--- config.mk ---
export PLATFORM = sky130hd
export DESIGN_NAME = number_to_syllable_mnemonic
export DESIGN_NICKNAME = d
export VERILOG_FILES = /design/src/rtl/core/nsm_pkg.sv /design/src/rtl/core/nsm_digit_conv.sv /design/src/rtl/core/number_to_syllable_mnemonic.sv
export SDC_FILE = /design/constraint.sdc
export NUM_CORES = 1
export LEC_CHECK = 0
export BUFFER_PORTS_ARGS = -buffer_cell sky130_fd_sc_hd__buf_4
export CORE_ASPECT_RATIO = 1.4
export CORE_MARGIN = 2
export CORE_UTILIZATION = 41
export CTS_CLUSTER_DIAMETER = 80
export CTS_CLUSTER_SIZE = 28
export DETAILED_ROUTE_END_ITERATION = 10
export PLACE_DENSITY_LB_ADDON = 0.15
export SYNTH_ARGS = -nofsm -noshare
export SYNTH_HDL_FRONTEND = slang
export SYNTH_HIERARCHICAL = 1
export SYNTH_SLANG_ARGS = --single-unit
--- constraint.sdc ---
create_clock -name clock -period 12.7 [get_ports clock]
set_clock_uncertainty 0.1 [all_clocks]
set_input_delay 1.905 -clock clock [delete_from_list [all_inputs] [get_ports clock]]
set_output_delay 1.905 -clock clock [all_outputs]
set_load 0.01 [all_outputs]
--- src/rtl/core/nsm_pkg.sv ---
// ----------------------------------------------------------------------------
// nsm_pkg
// Shared constants and lookup functions for the syllable mnemonic encoder.
// ----------------------------------------------------------------------------
`default_nettype none

package nsm_pkg;

   localparam int DEFAULT_VALUE_WIDTH = 64;
   localparam int DIGIT_W             = 7;
   localparam int GROUP_W             = 5;
   localparam int VOWEL_W             = 3;
   localparam int CHAR_W              = 8;
   localparam int LIMIT_W             = 4;
   localparam int DIGIT_BASE          = 100;
   localparam int DIGIT_HALF          = DIGIT_BASE / 2;
   localparam int LIMIT_MAX_ACTIVE    = 9;

   // base-100 digits needed for a width: ceil(width * log10(2) / 2)
   function automatic int digits_for_width(input int width);
      return (width * 30103 + 199999) / 200000;
   endfunction

   // d / 5 for d < 100 via reciprocal multiply
   function automatic logic [GROUP_W-1:0] digit_group(input logic [DIGIT_W-1:0] d);
      logic [14:0] prod;
      prod = 15'(d) * 15'd205;
      return prod[14:10];
   endfunction

   function automatic logic [VOWEL_W-1:0] digit_vowel(input logic [DIGIT_W-1:0] d);
      logic [GROUP_W-1:0] g;
      logic [DIGIT_W-1:0] g5;
      g  = digit_group(d);
      g5 = {g, 2'b00} + {2'b00, g};
      return VOWEL_W'(d - g5);
   endfunction

   function automatic logic [CHAR_W-1:0] cons_first(input logic [GROUP_W-1:0] g);
      logic [CHAR_W-1:0] c;
      case (g)
         5'd0:    c = "b";
         5'd1:    c = "c";
         5'd2:    c = "d";
         5'd3:    c = "f";
         5'd4:    c = "g";
         5'd5:    c = "h";
         5'd6:    c = "j";
         5'd7:    c = "k";
         5'd8:    c = "l";
         5'd9:    c = "m";
         5'd10:   c = "n";
         5'd11:   c = "p";
         5'd12:   c = "r";
         5'd13:   c = "s";
         5'd14:   c = "s";
         5'd15:   c = "t";
         5'd16:   c = "t";
         5'd17:   c = "w";
         5'd18:   c = "y";
         default: c = "z";
      endcase
      return c;
   endfunction

   // second consonant letter, zero when the group has a single letter
   function automatic logic [CHAR_W-1:0] cons_second(input logic [GROUP_W-1:0] g);
      logic [CHAR_W-1:0] c;
      case (g)
         5'd1:    c = "h";
         5'd14:   c = "h";
         5'd16:   c = "s";
         default: c = 8'h00;
      endcase
      return c;
   endfunction

   function automatic logic [CHAR_W-1:0] vowel_char(input logic [VOWEL_W-1:0] v);
      logic [CHAR_W-1:0] c;
      case (v)
         3'd0:    c = "a";
         3'd1:    c = "i";
         3'd2:    c = "u";
         3'd3:    c = "e";
         default: c = "o";
      endcase
      return c;
   endfunction

endpackage

`default_nettype wire

--- src/rtl/core/nsm_digit_conv.sv ---
// ----------------------------------------------------------------------------
// nsm_digit_conv
// Bit-serial binary to base-100 converter: one input bit per cycle, MSB
// first, each digit lane doubles itself and takes the carry of the lane below.
// ----------------------------------------------------------------------------
`default_nettype none

module nsm_digit_conv
   import nsm_pkg::*;
#(
   parameter int VALUE_WIDTH = DEFAULT_VALUE_WIDTH,
   parameter int NUM_DIGITS  = digits_for_width(DEFAULT_VALUE_WIDTH)
) (
   input  wire logic                                clock,
   input  wire logic                                reset,
   input  wire logic                                start,
   input  wire logic [VALUE_WIDTH-1:0]              value,
   output logic                                     done,
   output logic [NUM_DIGITS-1:0][DIGIT_W-1:0]       digits
);

   localparam int CNT_W = $clog2(VALUE_WIDTH + 1);

   logic [VALUE_WIDTH-1:0]              bits_ff, bits_in;
   logic [NUM_DIGITS-1:0][DIGIT_W-1:0]  digits_ff, digits_in;
   logic [CNT_W-1:0]                    cnt_ff, cnt_in;
   logic                                done_ff, done_in;
   logic [NUM_DIGITS:0]                 carry;
   logic [NUM_DIGITS-1:0][DIGIT_W-1:0]  step;

   always_comb begin
      carry[0] = bits_ff[VALUE_WIDTH-1];
      for (int i = 0; i < NUM_DIGITS; i++) begin
         carry[i+1] = digits_ff[i] >= DIGIT_W'(DIGIT_HALF);
         step[i]    = DIGIT_W'({digits_ff[i], 1'b0}
                         - (carry[i+1] ? 8'(DIGIT_BASE) : 8'd0))
                      + {{(DIGIT_W-1){1'b0}}, carry[i]};
      end
   end

   always_comb begin
      bits_in   = bits_ff;
      digits_in = digits_ff;
      cnt_in    = cnt_ff;
      done_in   = 1'b0;
      if (start) begin
         bits_in   = value;
         digits_in = '0;
         cnt_in    = CNT_W'(VALUE_WIDTH);
      end else if (cnt_ff != '0) begin
         bits_in   = {bits_ff[VALUE_WIDTH-2:0], 1'b0};
         digits_in = step;
         cnt_in    = cnt_ff - 1'b1;
         done_in   = (cnt_ff == CNT_W'(1));
      end
   end

   always_ff @(posedge clock) begin
      if (reset) begin
         cnt_ff  <= '0;
         done_ff <= 1'b0;
      end else begin
         cnt_ff  <= cnt_in;
         done_ff <= done_in;
      end
   end

   always_ff @(posedge clock) begin
      bits_ff   <= bits_in;
      digits_ff <= digits_in;
   end

   assign done   = done_ff;
   assign digits = digits_ff;

endmodule

`default_nettype wire

--- src/rtl/core/number_to_syllable_mnemonic.sv ---
// ----------------------------------------------------------------------------
// number_to_syllable_mnemonic
// Encodes a number as base-100 syllables, least significant digit first,
// one ASCII character per response.
// A new request is taken only in idle, re-entered once the last character
//   of a response is registered; a response has 2..30 chars, sent at one
//   character per cycle while rsp_ready allows, after the bit-serial conversion.
// Reset: synchronous; clears control state and the syllable limit to 0.
// ----------------------------------------------------------------------------
`default_nettype none

module number_to_syllable_mnemonic
   import nsm_pkg::*;
#(
   parameter int VALUE_WIDTH = DEFAULT_VALUE_WIDTH
) (
   input  wire logic                clock,
   input  wire logic                reset,
   input  wire logic                req_valid,
   output logic                     req_ready,
   input  wire logic [63:0]         req_value,
   output logic                     rsp_valid,
   input  wire logic                rsp_ready,
   output logic [CHAR_W-1:0]        rsp_char_code,
   output logic                     rsp_is_last,
   input  wire logic                csr_wr_en,
   input  wire logic [LIMIT_W-1:0]  csr_wr_data
);

   localparam int NUM_DIGITS = digits_for_width(VALUE_WIDTH);
   localparam int IDX_W      = $clog2(NUM_DIGITS);

   localparam logic [1:0] S_IDLE = 2'd0;
   localparam logic [1:0] S_CONV = 2'd1;
   localparam logic [1:0] S_EMIT = 2'd2;

   logic [1:0]                          state_ff, state_in;
   logic [LIMIT_W-1:0]                  limit_ff, limit_in;
   logic [NUM_DIGITS-1:0][DIGIT_W-1:0]  dig_ff, dig_in;
   logic [IDX_W-1:0]                    left_ff, left_in;
   logic [1:0]                          pos_ff, pos_in;
   logic                                rsp_valid_ff, rsp_valid_in;
   logic [CHAR_W-1:0]                   rsp_char_ff, rsp_char_in;
   logic                                rsp_last_ff, rsp_last_in;

   logic                                conv_start;
   logic                                conv_done;
   logic [NUM_DIGITS-1:0][DIGIT_W-1:0]  conv_digits;
   logic [NUM_DIGITS-1:0][DIGIT_W-1:0]  kept;
   logic [IDX_W-1:0]                    top_idx;
   logic                                limit_on;

   logic [GROUP_W-1:0]                  grp;
   logic [CHAR_W-1:0]                   c1, c2, vc, cur_char;
   logic                                single, syl_end, out_free;

   assign req_ready  = (state_ff == S_IDLE);
   assign conv_start = req_valid && req_ready;

   nsm_digit_conv #(
      .VALUE_WIDTH (VALUE_WIDTH),
      .NUM_DIGITS  (NUM_DIGITS)
   ) u_conv (
      .clock  (clock),
      .reset  (reset),
      .start  (conv_start),
      .value  (req_value[VALUE_WIDTH-1:0]),
      .done   (conv_done),
      .digits (conv_digits)
   );

   // modulo 100^k: drop lanes at or above the limit when it is 1..9; 0 or above 9 keeps all
   always_comb begin
      limit_on = (limit_ff != '0) && (limit_ff <= LIMIT_W'(LIMIT_MAX_ACTIVE));
      top_idx  = '0;
      for (int i = 0; i < NUM_DIGITS; i++) begin
         kept[i] = (limit_on && (i >= int'(limit_ff))) ? '0 : conv_digits[i];
         if (kept[i] != '0) begin
            top_idx = IDX_W'(i);
         end
      end
   end

   always_comb begin
      grp      = digit_group(dig_ff[0]);
      c1       = cons_first(grp);
      c2       = cons_second(grp);
      vc       = vowel_char(digit_vowel(dig_ff[0]));
      single   = (c2 == 8'h00);
      syl_end  = single ? (pos_ff == 2'd1) : (pos_ff == 2'd2);
      out_free = !rsp_valid_ff || rsp_ready;
      case (pos_ff)
         2'd0:    cur_char = c1;
         2'd1:    cur_char = single ? vc : c2;
         default: cur_char = vc;
      endcase
   end

   always_comb begin
      state_in     = state_ff;
      limit_in     = csr_wr_en ? csr_wr_data : limit_ff;
      dig_in       = dig_ff;
      left_in      = left_ff;
      pos_in       = pos_ff;
      rsp_valid_in = rsp_valid_ff && !rsp_ready;
      rsp_char_in  = rsp_char_ff;
      rsp_last_in  = rsp_last_ff;
      case (state_ff)
         S_IDLE: begin
            if (conv_start) begin
               state_in = S_CONV;
            end
         end
         S_CONV: begin
            if (conv_done) begin
               dig_in   = kept;
               left_in  = top_idx;
               pos_in   = 2'd0;
               state_in = S_EMIT;
            end
         end
         S_EMIT: begin
            if (out_free) begin
               rsp_valid_in = 1'b1;
               rsp_char_in  = cur_char;
               rsp_last_in  = syl_end && (left_ff == '0);
               if (syl_end) begin
                  pos_in = 2'd0;
                  for (int i = 0; i < NUM_DIGITS - 1; i++) begin
                     dig_in[i] = dig_ff[i+1];
                  end
                  dig_in[NUM_DIGITS-1] = '0;
                  if (left_ff == '0) begin
                     state_in = S_IDLE;
                  end else begin
                     left_in = left_ff - 1'b1;
                  end
               end else begin
                  pos_in = pos_ff + 2'd1;
               end
            end
         end
         default: begin
            state_in = S_IDLE;
         end
      endcase
   end

   always_ff @(posedge clock) begin
      if (reset) begin
         state_ff     <= S_IDLE;
         limit_ff     <= '0;
         rsp_valid_ff <= 1'b0;
         pos_ff       <= 2'd0;
         left_ff      <= '0;
      end else begin
         state_ff     <= state_in;
         limit_ff     <= limit_in;
         rsp_valid_ff <= rsp_valid_in;
         pos_ff       <= pos_in;
         left_ff      <= left_in;
      end
   end

   always_ff @(posedge clock) begin
      dig_ff      <= dig_in;
      rsp_char_ff <= rsp_char_in;
      rsp_last_ff <= rsp_last_in;
   end

   assign rsp_valid     = rsp_valid_ff;
   assign rsp_char_code = rsp_char_ff;
   assign rsp_is_last   = rsp_last_ff;

endmodule

`default_nettype wire
==> flow_metrics.env, run 1 <==
export IMPL_status="finished, final reports clean"
export IMPL_cts_sinks=232
export IMPL_synth_edf_count=141
export IMPL_grt_max_degree=72
export IMPL_drive_above_1_share_pct=17.6
export IMPL_areaGrowthSynthToFinish_pct=10.3
export IMPL_drc=0
export IMPL_syn_num_nets=1363
export IMPL_grt_usage_pct=16.5
export IMPL_crit_chain="ha_1 -> inv_1 -> fa_1 -> inv_1 -> ha_1 -> inv_1 -> fa_1 -> inv_1 -> ha_1 -> a211o_1 -> o21ai_1 -> o21ai_1 -> a21oi_1 -> xor2_1 -> ha_1 -> or3b_2 -> mux2i_1 -> o21a_1 -> o21ai_2 -> and3_1 -> nor2_4 -> buf_4"
export IMPL_num_rows=75
export IMPL_final_nets=1402
export IMPL_ys_ff_latch=232
export IMPL_min_period_ns=6.78
export IMPL_port_buffers=82
export IMPL_place_worst_setup_slack_ns=5.92
export IMPL_slew_headroom_pct=32.6
export IMPL_seq_area_frac_synth_pct=48.2
export IMPL_postRouteAntennaNets=0
export IMPL_layout_commonest_cell="nand2_1"
export IMPL_ys_flop_type="edfxtp_1"
export IMPL_rsz0062_at_grt="no"
export IMPL_dpl_hpwl_mm=18.2
export IMPL_max_stage_delay_ns=0.70
export IMPL_clkPwrFrac_pct=16.9
export IMPL_clockBufferDepth=3
export IMPL_tightest_slew_ns=1.01
export IMPL_p_seq_share_pct=42.9
export IMPL_ys_warnings_count=6
export IMPL_die_area_mm2=0.0321
export IMPL_worstHoldPathType="reg -> reg"
export IMPL_postLayoutCoreUtil_pct=46.1
export IMPL_cp_max_fo=70
export IMPL_worst_endpoint_required_ns=12.72
export IMPL_power_density_mw_per_mm2=215
export IMPL_overflow=0
export IMPL_switching_share_pct=37.9
export IMPL_postCtsSetupBuffers=0
export IMPL_r2r_start="dig_ff[4]"
export IMPL_ir_worst_vdd_mv=0.136
export IMPL_finalSetupViolCount=0
export IMPL_synth_area_mm2=0.0126
export IMPL_p_switching_mw=1.13
export IMPL_boundaryPins=84
export IMPL_criticalPathCategory="reg -> reg"
export IMPL_worstHoldPathCells=1
export IMPL_critical_path_endpoint_type="flip-flop"
export IMPL_grt_pass1_vias=8861
export IMPL_ctsResizeCount=0
export IMPL_dr_pass1_iters=4
export IMPL_start_kind="flip-flop"
export IMPL_core_mm2=0.0300
export IMPL_p_int_mw=1.85
export IMPL_maxCapViolCount=0
export IMPL_r2r_slack_ns=5.92
export IMPL_viasPerCell=5.42
export IMPL_gp_congestion=0.816
export IMPL_p_leak_nw=5.36
export IMPL_cts_hold_buffers=0
export IMPL_ff2ff_path_depth=22
export IMPL_insertion_delay_ns=0.49
export IMPL_die_w_um=152
export IMPL_antenna_found_initial=0
export IMPL_hold_violations=0
export IMPL_htreeDepth=1
export IMPL_clk_pin_slew_ns=0.11
export IMPL_r2r_end="dig_ff[5]"
export IMPL_cts_buffers=14
export IMPL_comb_power_share_pct=40.2
export IMPL_synth_cell_type_count=81
export IMPL_cts_tree="done"
export IMPL_die_y_um=211
export IMPL_syn_avg_cell_area_um2=10.4
export IMPL_drv_slew=0
export IMPL_slowest_stage="buf_4"
export IMPL_p_total_mw=2.98
export IMPL_fin_tns_setup_ns=0
export IMPL_min_from="u_conv/done"
export IMPL_cp_data_arrival_time_ns=6.80
export IMPL_min_to="state_ff[0]"
export IMPL_avgRoutedWirePerCell_um=16.4
export IMPL_drt_iter0_drc=459
export IMPL_grt_pass1_wl_mm=44.5
export IMPL_fmax_mhz=147
export IMPL_drt_total_wl_mm=26.9
export IMPL_clock_root_buffer="clkbuf_16"
export IMPL_netlist_instances=1210
export IMPL_async_reset_ff_share_pct=0
export IMPL_period_share_pct=53.4
export IMPL_antenna_cells=0
export IMPL_initial_core_util_pct=41.8
export IMPL_layout_common_cells="nand2_1 (180), edfxtp_1 (141), buf_4 (91), dfxtp_1 (91), o21ai_0 (84)"
export IMPL_setup_ws_ns=5.92
export IMPL_num_vias=8907
stage by stage:
stage	hold WS, ns	instance area, um2	instances
global route	0.386	13800	1642
detailed placement	0.357	13400	1618
floorplan	0.321	12600	1210
CTS	0.373	13800	1642
finish	0.365	13800	1642
global placement	0.346	13400	1618
Yosys cell counts, drive strengths merged, types with 4 or more instances:
cell type,number,share of area [%]
a211o,6,0.42
a211oi,29,1.7
a21o,8,0.48
a21oi,59,2.4
a221oi,7,0.79
a22o,9,0.63
a311oi,5,0.35
a41o,8,0.64
and2,14,0.71
buf,28,1.7
clkbuf,40,1.2
dfxtp,91,15
edfxtp,141,34
fa,9,1.4
ha,71,7.1
inv,61,1.8
mux2,64,5.7
mux2i,11,0.88
nand2,180,5.4
nand3,11,0.48
nand3b,4,0.34
nor2,76,2.3
nor3,30,1.2
nor3b,7,0.46
nor4,10,0.62
o21a,11,0.66
o21ai,91,3.8
o22ai,7,0.35
o311a,7,0.56
o31ai,7,0.42
o41a,4,0.36
or2,7,0.35
or3,9,0.45
or3b,6,0.42
or4,9,0.54
xnor2,18,1.3
xor2,8,0.62
layer usage:
metal	share of wire [%]	GRT usage (%)	vias up	routed length, um
met4	1.8	3.93	0	482
met1	44	20.4	4280	11900
li1	-	-	4462	-
met5	0	0	-	0
met3	2.7	1.64	30	739
met2	51	30.9	135	13800
worst max path at each step:
stage | start | to | cells after the start
floorplan | dig_ff[4] | dig_ff[0] | 21
global placement | dig_ff[4] | dig_ff[4] | 22
detailed placement | dig_ff[4] | dig_ff[4] | 22
CTS | dig_ff[4] | dig_ff[34] | 22
global route | dig_ff[4] | dig_ff[5] | 22
finish | dig_ff[4] | dig_ff[5] | 22
final cells by class:
type | count | area, um2
fillers | 2906 | 16200
well taps | 385 | 482
clock inverters | 7 | 75.1
repair buffers | 91 | 683
multi-input cells | 849 | 5940
flip-flops and latches | 232 | 6060
inverters | 61 | 229
clock buffers | 17 | 383
flip-flops by register name, summed over array words and instances (netlist names):
signal and count:
dig_ff 70, left_ff 4, limit_ff 4, pos_ff 2
rsp_char_code 6, rsp_is_last 1, rsp_valid 1, state_ff 2
u_conv/bits_ff 64, u_conv/cnt_ff 7, u_conv/digits 70, u_conv/done 1
power groups by stage:
| stage | combinational [mW] | clock [mW] | sequential (mW) |
|---|---|---|---|
| 2_1_floorplan | 1.00 | 0 | 1.23 |
| 3_3_place_gp | 1.18 | 0 | 1.29 |
| 3_5_place_dp | 1.20 | 0 | 1.30 |
| 4_1_cts | 1.20 | 0.525 | 1.28 |
| 5_1_grt | 1.35 | 0.544 | 1.31 |
| 6_report | 1.20 | 0.502 | 1.28 |
worst max-delay path: cells and delay by family (launching register included):
| family | cells | cell delay (ns) |
|---|---|---|
| XOR/XNOR | 1 | 0.60 |
| adder cells (fa/ha/maj) | 6 | 2.23 |
| buffers and inverters | 5 | 0.89 |
| multiplexers | 1 | 0.21 |
| AO/OA/AOI/OAI | 6 | 1.05 |
| flip-flops | 1 | 0.47 |
| AND/OR/NAND/NOR | 3 | 0.82 |
cells by family (layout without fill, tap and decap cells):
group                      count (synthesis)  after routing  share of synthesized area (%)
AOI/OAI and AO/OA                        289            289                           15.9
xor gates and xnor gates                  26             26                           1.87
adders and majority gates                 80             80                           8.51
buffers and inverters                    129            176                           4.68
DFF                                      232            232                           48.2
muxes                                     75             75                           6.62
other                                      2              2                         0.0598
and+or+nand+nor                          377            377                           14.1
No activity file was read; power rests on OpenSTA's default activity.
==> run 2: changes to the inputs <==
==> constraint.sdc (replaced) <==
create_clock -name clock -period 6.6 [get_ports clock]
set_clock_uncertainty 0.1 [all_clocks]
set_input_delay 0.99 -clock clock [delete_from_list [all_inputs] [get_ports clock]]
set_output_delay 0.99 -clock clock [all_outputs]
set_load 0.01 [all_outputs]
==> run 2 against run 1 <==
Net effect: via count is 0.12% lower; die area stayed put; count of clock-buffer cells in the layout is 3 lower; worst hold slack better by 0.012 ns; power is 91% higher.
==> flow_metrics.env, run 2 (synthesis gave the netlist of run 1 again) <==
export IMPL_boundaryPins=84
export IMPL_insertion_delay_ns=0.48
export IMPL_slew_headroom_pct=38.7
export IMPL_topRoutingLayerUsed="met4"
export IMPL_worst_endpoint_required_ns=6.63
export IMPL_holdWs_ns=0.377
export IMPL_cp_data_arrival_time_ns=6.00
export IMPL_p_total_mw=5.69
export IMPL_min_period_ns=5.97
export IMPL_final_nets=1407
export IMPL_areaGrowthSynthToFinish_pct=10.4
export IMPL_power_density_mw_per_mm2=410
export IMPL_final_area_mm2=0.0139
export IMPL_drive_above_1_share_pct=17.9
export IMPL_drv_slew=0
export IMPL_place_worst_setup_slack_ns=0.665
export IMPL_cts_buffers=13
export IMPL_die_area_mm2=0.0321
export IMPL_clock_root_buffer="clkbuf_16"
export IMPL_critical_path_endpoint_type="flip-flop"
export IMPL_dpl_cell_area_mm2=0.0134
export IMPL_finalSetupViolCount=0
export IMPL_layout_common_cells="nand2_1 (180), edfxtp_1 (141), buf_4 (96), dfxtp_1 (91), o21ai_0 (84)"
export IMPL_cts_sinks=232
export IMPL_die_y_um=211
export IMPL_cts_tree="done"
export IMPL_die_w_um=152
export IMPL_antenna_cells=0
export IMPL_start_kind="flip-flop"
export IMPL_antenna_found_initial=0
export IMPL_postLayoutCoreUtil_pct=46.1
export IMPL_dpl_hpwl_mm=18.4
export IMPL_ctsResizeCount=0
export IMPL_wl_met1_mm=11.6
export IMPL_seq_area_mm2=0.00606
export IMPL_dr_pass1_iters=6
export IMPL_grt_pass1_vias=8950
export IMPL_period_share_pct=90.5
export IMPL_core_mm2=0.0300
export IMPL_final_cell_count_no_fill=1645
export IMPL_num_rows=75
export IMPL_rsz0062_at_grt="no"
export IMPL_postCtsSetupBuffers=0
export IMPL_grt_max_degree=71
export IMPL_avgRoutedWirePerCell_um=16.2
export IMPL_gp_congestion=0.820
export IMPL_place_inst=1624
export IMPL_layout_commonest_cell="nand2_1"
export IMPL_fin_tns_setup_ns=0
export IMPL_num_fill_cells=2860
export IMPL_viasPerCell=5.41
export IMPL_postRouteAntennaNets=0
export IMPL_fmax_mhz=167
export IMPL_worstHoldPathType="reg -> reg"
export IMPL_p_leak_nw=5.38
export IMPL_cts_hold_buffers=0
export IMPL_grt_pass1_wl_mm=44.5
export IMPL_grt_usage_pct=16.6
export IMPL_drc=0
export IMPL_overflow=0
export IMPL_status="finished, final reports clean"
export IMPL_route_met2_wl_mm=13.6
export IMPL_wl_met3_um=849
export IMPL_criticalPathCategory="reg -> reg"
export IMPL_ir_worst_vdd_mv=0.264
export IMPL_port_buffers=82
export IMPL_clk_pin_slew_ns=0.11
export IMPL_drt_total_wl_mm=26.7
export IMPL_drt_iter0_drc=444
export IMPL_initial_core_util_pct=41.8
export IMPL_setup_ws_ns=0.626
export IMPL_hold_violations=0
export IMPL_tightest_slew_ns=0.918
export IMPL_multi_input_area_mm2=0.00594
export IMPL_htreeDepth=1
export IMPL_cp_max_fo=70
export IMPL_num_vias=8896
export IMPL_clockBufferDepth=3
export IMPL_maxCapViolCount=0
-- run 2: cell count changes in the layout (fill, tap and decap cells not counted), sizes merged --
cell / before / now
clkbuf: 17 / 14
inv: 66 / 65
bufinv: 0 / 1
clkinv: 0 / 1
buf: 91 / 97
clkinvlp: 2 / 1
-- run 2: final cells by class --
| cell class | instances | share of cell area, % |
|---|---|---|
| inverter | 61 | 1.65 |
| multi-input combinational | 849 | 42.8 |
| clock inverter | 7 | 0.605 |
| tap | 385 | 3.48 |
| clock buffer | 14 | 2.37 |
| timing repair buffer | 97 | 5.35 |
| sequential | 232 | 43.7 |
-- run 2: report_power, final --
group	internal (mW)	total, mW	switching (mW)
clock network	0.418	0.911	0.493
registers	2.10	2.45	0.355
logic	1.03	2.32	1.29
-- run 2: layer usage --
layer	vias up	GRT usage, %
met3	43	1.78
met2	163	31.3
met5	-	0
met1	4217	19.8
li1	4473	-
met4	0	5.22
-- run 2: worst max-delay path, stage by stage (launching register included) --
cell	delay (ns)
edfxtp_1	0.47
ha_1	0.34
inv_1	0.06
fa_1	0.49
inv_1	0.04
ha_1	0.26
inv_1	0.05
fa_1	0.49
inv_1	0.04
ha_1	0.31
a211o_1	0.35
o21ai_1	0.17
o21ai_1	0.10
a21oi_1	0.16
xor2_1	0.23
ha_1	0.24
or3b_2	0.45
mux2i_1	0.24
o21a_1	0.17
o21ai_2	0.08
and3_1	0.27
nor2_4	0.13
buf_12	0.31
-- run 2: worst paths after layout --
kind,cells past startpoint,to,slack [ns],startpoint
max,22,dig_ff[6],0.63,dig_ff[4]
min,2,u_conv/digits[22],0.38,u_conv/digits[21]
max reg2reg,22,dig_ff[6],0.63,dig_ff[4]
min reg2reg,2,u_conv/digits[22],0.38,u_conv/digits[21]
==> run 3: changes to the inputs <==
--- a/config.mk
+++ b/config.mk
@@ -5,7 +5,7 @@
 export SDC_FILE = /design/constraint.sdc
 export NUM_CORES = 1
 export LEC_CHECK = 0
-export BUFFER_PORTS_ARGS = -buffer_cell sky130_fd_sc_hd__buf_4
+export BUFFER_PORTS_ARGS = -buffer_cell sky130_fd_sc_hd__buf_2
 export CORE_ASPECT_RATIO = 1.4
 export CORE_MARGIN = 2
 export CORE_UTILIZATION = 41
==> run 3 against run 2 <==
Net effect: power down 0.32%; combinational power about the same; first-iteration DRC count down 7.2%; sequential power about the same; critical endpoint is now dig_ff[33]; wire length down 0.80%; core utilization down 0.77 points; worst hold slack worse by 0.0072 ns; final area down 1.7%; register-to-register slack worse by 0.05 ns; flip-flop and latch count unchanged; via count down 0.65%; largest cell class unchanged.
==> flow_metrics.env, run 3 (synthesis gave the netlist of run 1 again) <==
export IMPL_tightest_slew_ns=0.975
export IMPL_cts_sinks=232
export IMPL_start_kind="flip-flop"
export IMPL_slowest_stage="fa_1"
export IMPL_core_mm2=0.0300
export IMPL_min_period_ns=6.02
export IMPL_slew_headroom_pct=34.5
export IMPL_gr_usage_met3_pct=1.93
export IMPL_avgRoutedWirePerCell_um=16.2
export IMPL_antenna_found_initial=0
export IMPL_gp_congestion=0.826
export IMPL_period_share_pct=91.2
export IMPL_grt_max_degree=138
export IMPL_die_y_um=211
export IMPL_postCtsSetupBuffers=0
export IMPL_drt_iter0_drc=412
export IMPL_grt_usage_pct=16.4
export IMPL_postRouteAntennaNets=0
export IMPL_crit_chain="ha_1 -> inv_1 -> fa_1 -> inv_1 -> ha_1 -> inv_1 -> fa_1 -> inv_1 -> ha_1 -> a211o_1 -> o21ai_1 -> o21ai_1 -> a22oi_1 -> ha_1 -> or3b_2 -> mux2i_1 -> o21a_1 -> o21ai_2 -> and3_1 -> nor2_4 -> buf_12"
export IMPL_power_density_mw_per_mm2=416
export IMPL_clockBufferDepth=3
export IMPL_ir_worst_vdd_mv=0.232
export IMPL_drive_above_1_share_pct=17.5
export IMPL_busiest_layer="met2"
export IMPL_crit_family="adder cells"
export IMPL_htreeDepth=1
export IMPL_global_route_usage_met1_pct=20.1
export IMPL_drv_slew=0
export IMPL_port_buffers=82
export IMPL_boundaryPins=84
export IMPL_hold_violations=0
export IMPL_die_w_um=152
export IMPL_holdWs_ns=0.370
export IMPL_overflow=0
export IMPL_insertion_delay_ns=0.48
export IMPL_grt_pass1_wl_mm=43.9
export IMPL_final_nets=1402
export IMPL_criticalPathCategory="reg -> reg"
export IMPL_cp_data_arrival_time_ns=6.06
export IMPL_final_area_mm2=0.0136
export IMPL_maxCapViolCount=0
export IMPL_cts_hold_buffers=0
export IMPL_dr_pass1_iters=5
export IMPL_worst_endpoint_required_ns=6.64
export IMPL_use_met2_pct=29.9
export IMPL_critical_path_endpoint_type="flip-flop"
export IMPL_num_rows=75
export IMPL_dpl_hpwl_mm=17.9
export IMPL_ctsResizeCount=0
export IMPL_cp_max_fo=70
export IMPL_finalSetupViolCount=0
export IMPL_grt_pass1_vias=8788
export IMPL_dpl_cell_area_mm2=0.0132
export IMPL_clock_root_buffer="clkbuf_16"
export IMPL_worstHoldPathType="reg -> reg"
export IMPL_drt_total_wl_mm=26.5
export IMPL_fin_tns_setup_ns=0
export IMPL_areaGrowthSynthToFinish_pct=8.53
export IMPL_max_stage_delay_ns=0.49
export IMPL_cts_buffers=13
export IMPL_cts_tree="done"
export IMPL_clk_pin_slew_ns=0.10
export IMPL_die_area_mm2=0.0321
export IMPL_drc=0
export IMPL_initial_core_util_pct=41.8
export IMPL_fmax_mhz=166
export IMPL_viasPerCell=5.39
export IMPL_layout_common_cells="nand2_1 (180), edfxtp_1 (141), dfxtp_1 (91), o21ai_0 (84), buf_2 (82)"
export IMPL_path_buf_inv=5
export IMPL_rsz0062_at_grt="no"
export IMPL_num_vias=8838
export IMPL_layout_commonest_cell="nand2_1"
export IMPL_antenna_cells=0
export IMPL_p_leak_nw=5.29
export IMPL_status="finished, final reports clean"
export IMPL_p_total_mw=5.67
-- run 3: per-layer routing --
layer,wire (um),vias up
li1,-,4460
met1,11700,4203
met2,13400,138
met3,868,37
met4,514,0
met5,0,-
-- run 3: power by group --
| part | leakage (nW) | internal (mW) | switching, mW |
|---|---|---|---|
| Combinational | 2.97 | 1.02 | 1.29 |
| Clock | 0.201 | 0.418 | 0.489 |
| Sequential | 2.11 | 2.10 | 0.355 |
-- run 3: cell type report --
| type | count | area (um2) |
|---|---|---|
| fill | 2917 | 16400 |
| sequential | 232 | 6060 |
| multi-input combinational | 849 | 5940 |
| timing repair buffer | 92 | 510 |
| tap | 385 | 482 |
| clock buffer | 14 | 329 |
| inverter | 61 | 229 |
| clock inverter | 7 | 82.6 |
-- run 3: final timing paths --
| path | from | end | slack [ns] | depth (start not counted) |
|---|---|---|---|---|
| min | u_conv/done | state_ff[0] | 0.37 | 1 |
| max | dig_ff[4] | dig_ff[33] | 0.58 | 21 |
| max reg2reg | dig_ff[4] | dig_ff[33] | 0.58 | 21 |
| min reg2reg | u_conv/done | state_ff[0] | 0.37 | 1 |
-- run 3: per-stage QoR --
step                      setup WS, ns  std cells  util [%]
after floorplan                 0.0432       1210         -
after global placement           0.643       1619      44.0
after detailed placement         0.574       1619      44.0
after CTS                        0.569       1640      45.4
after global routing             0.208       1640      45.4
final                            0.578       1640      45.4
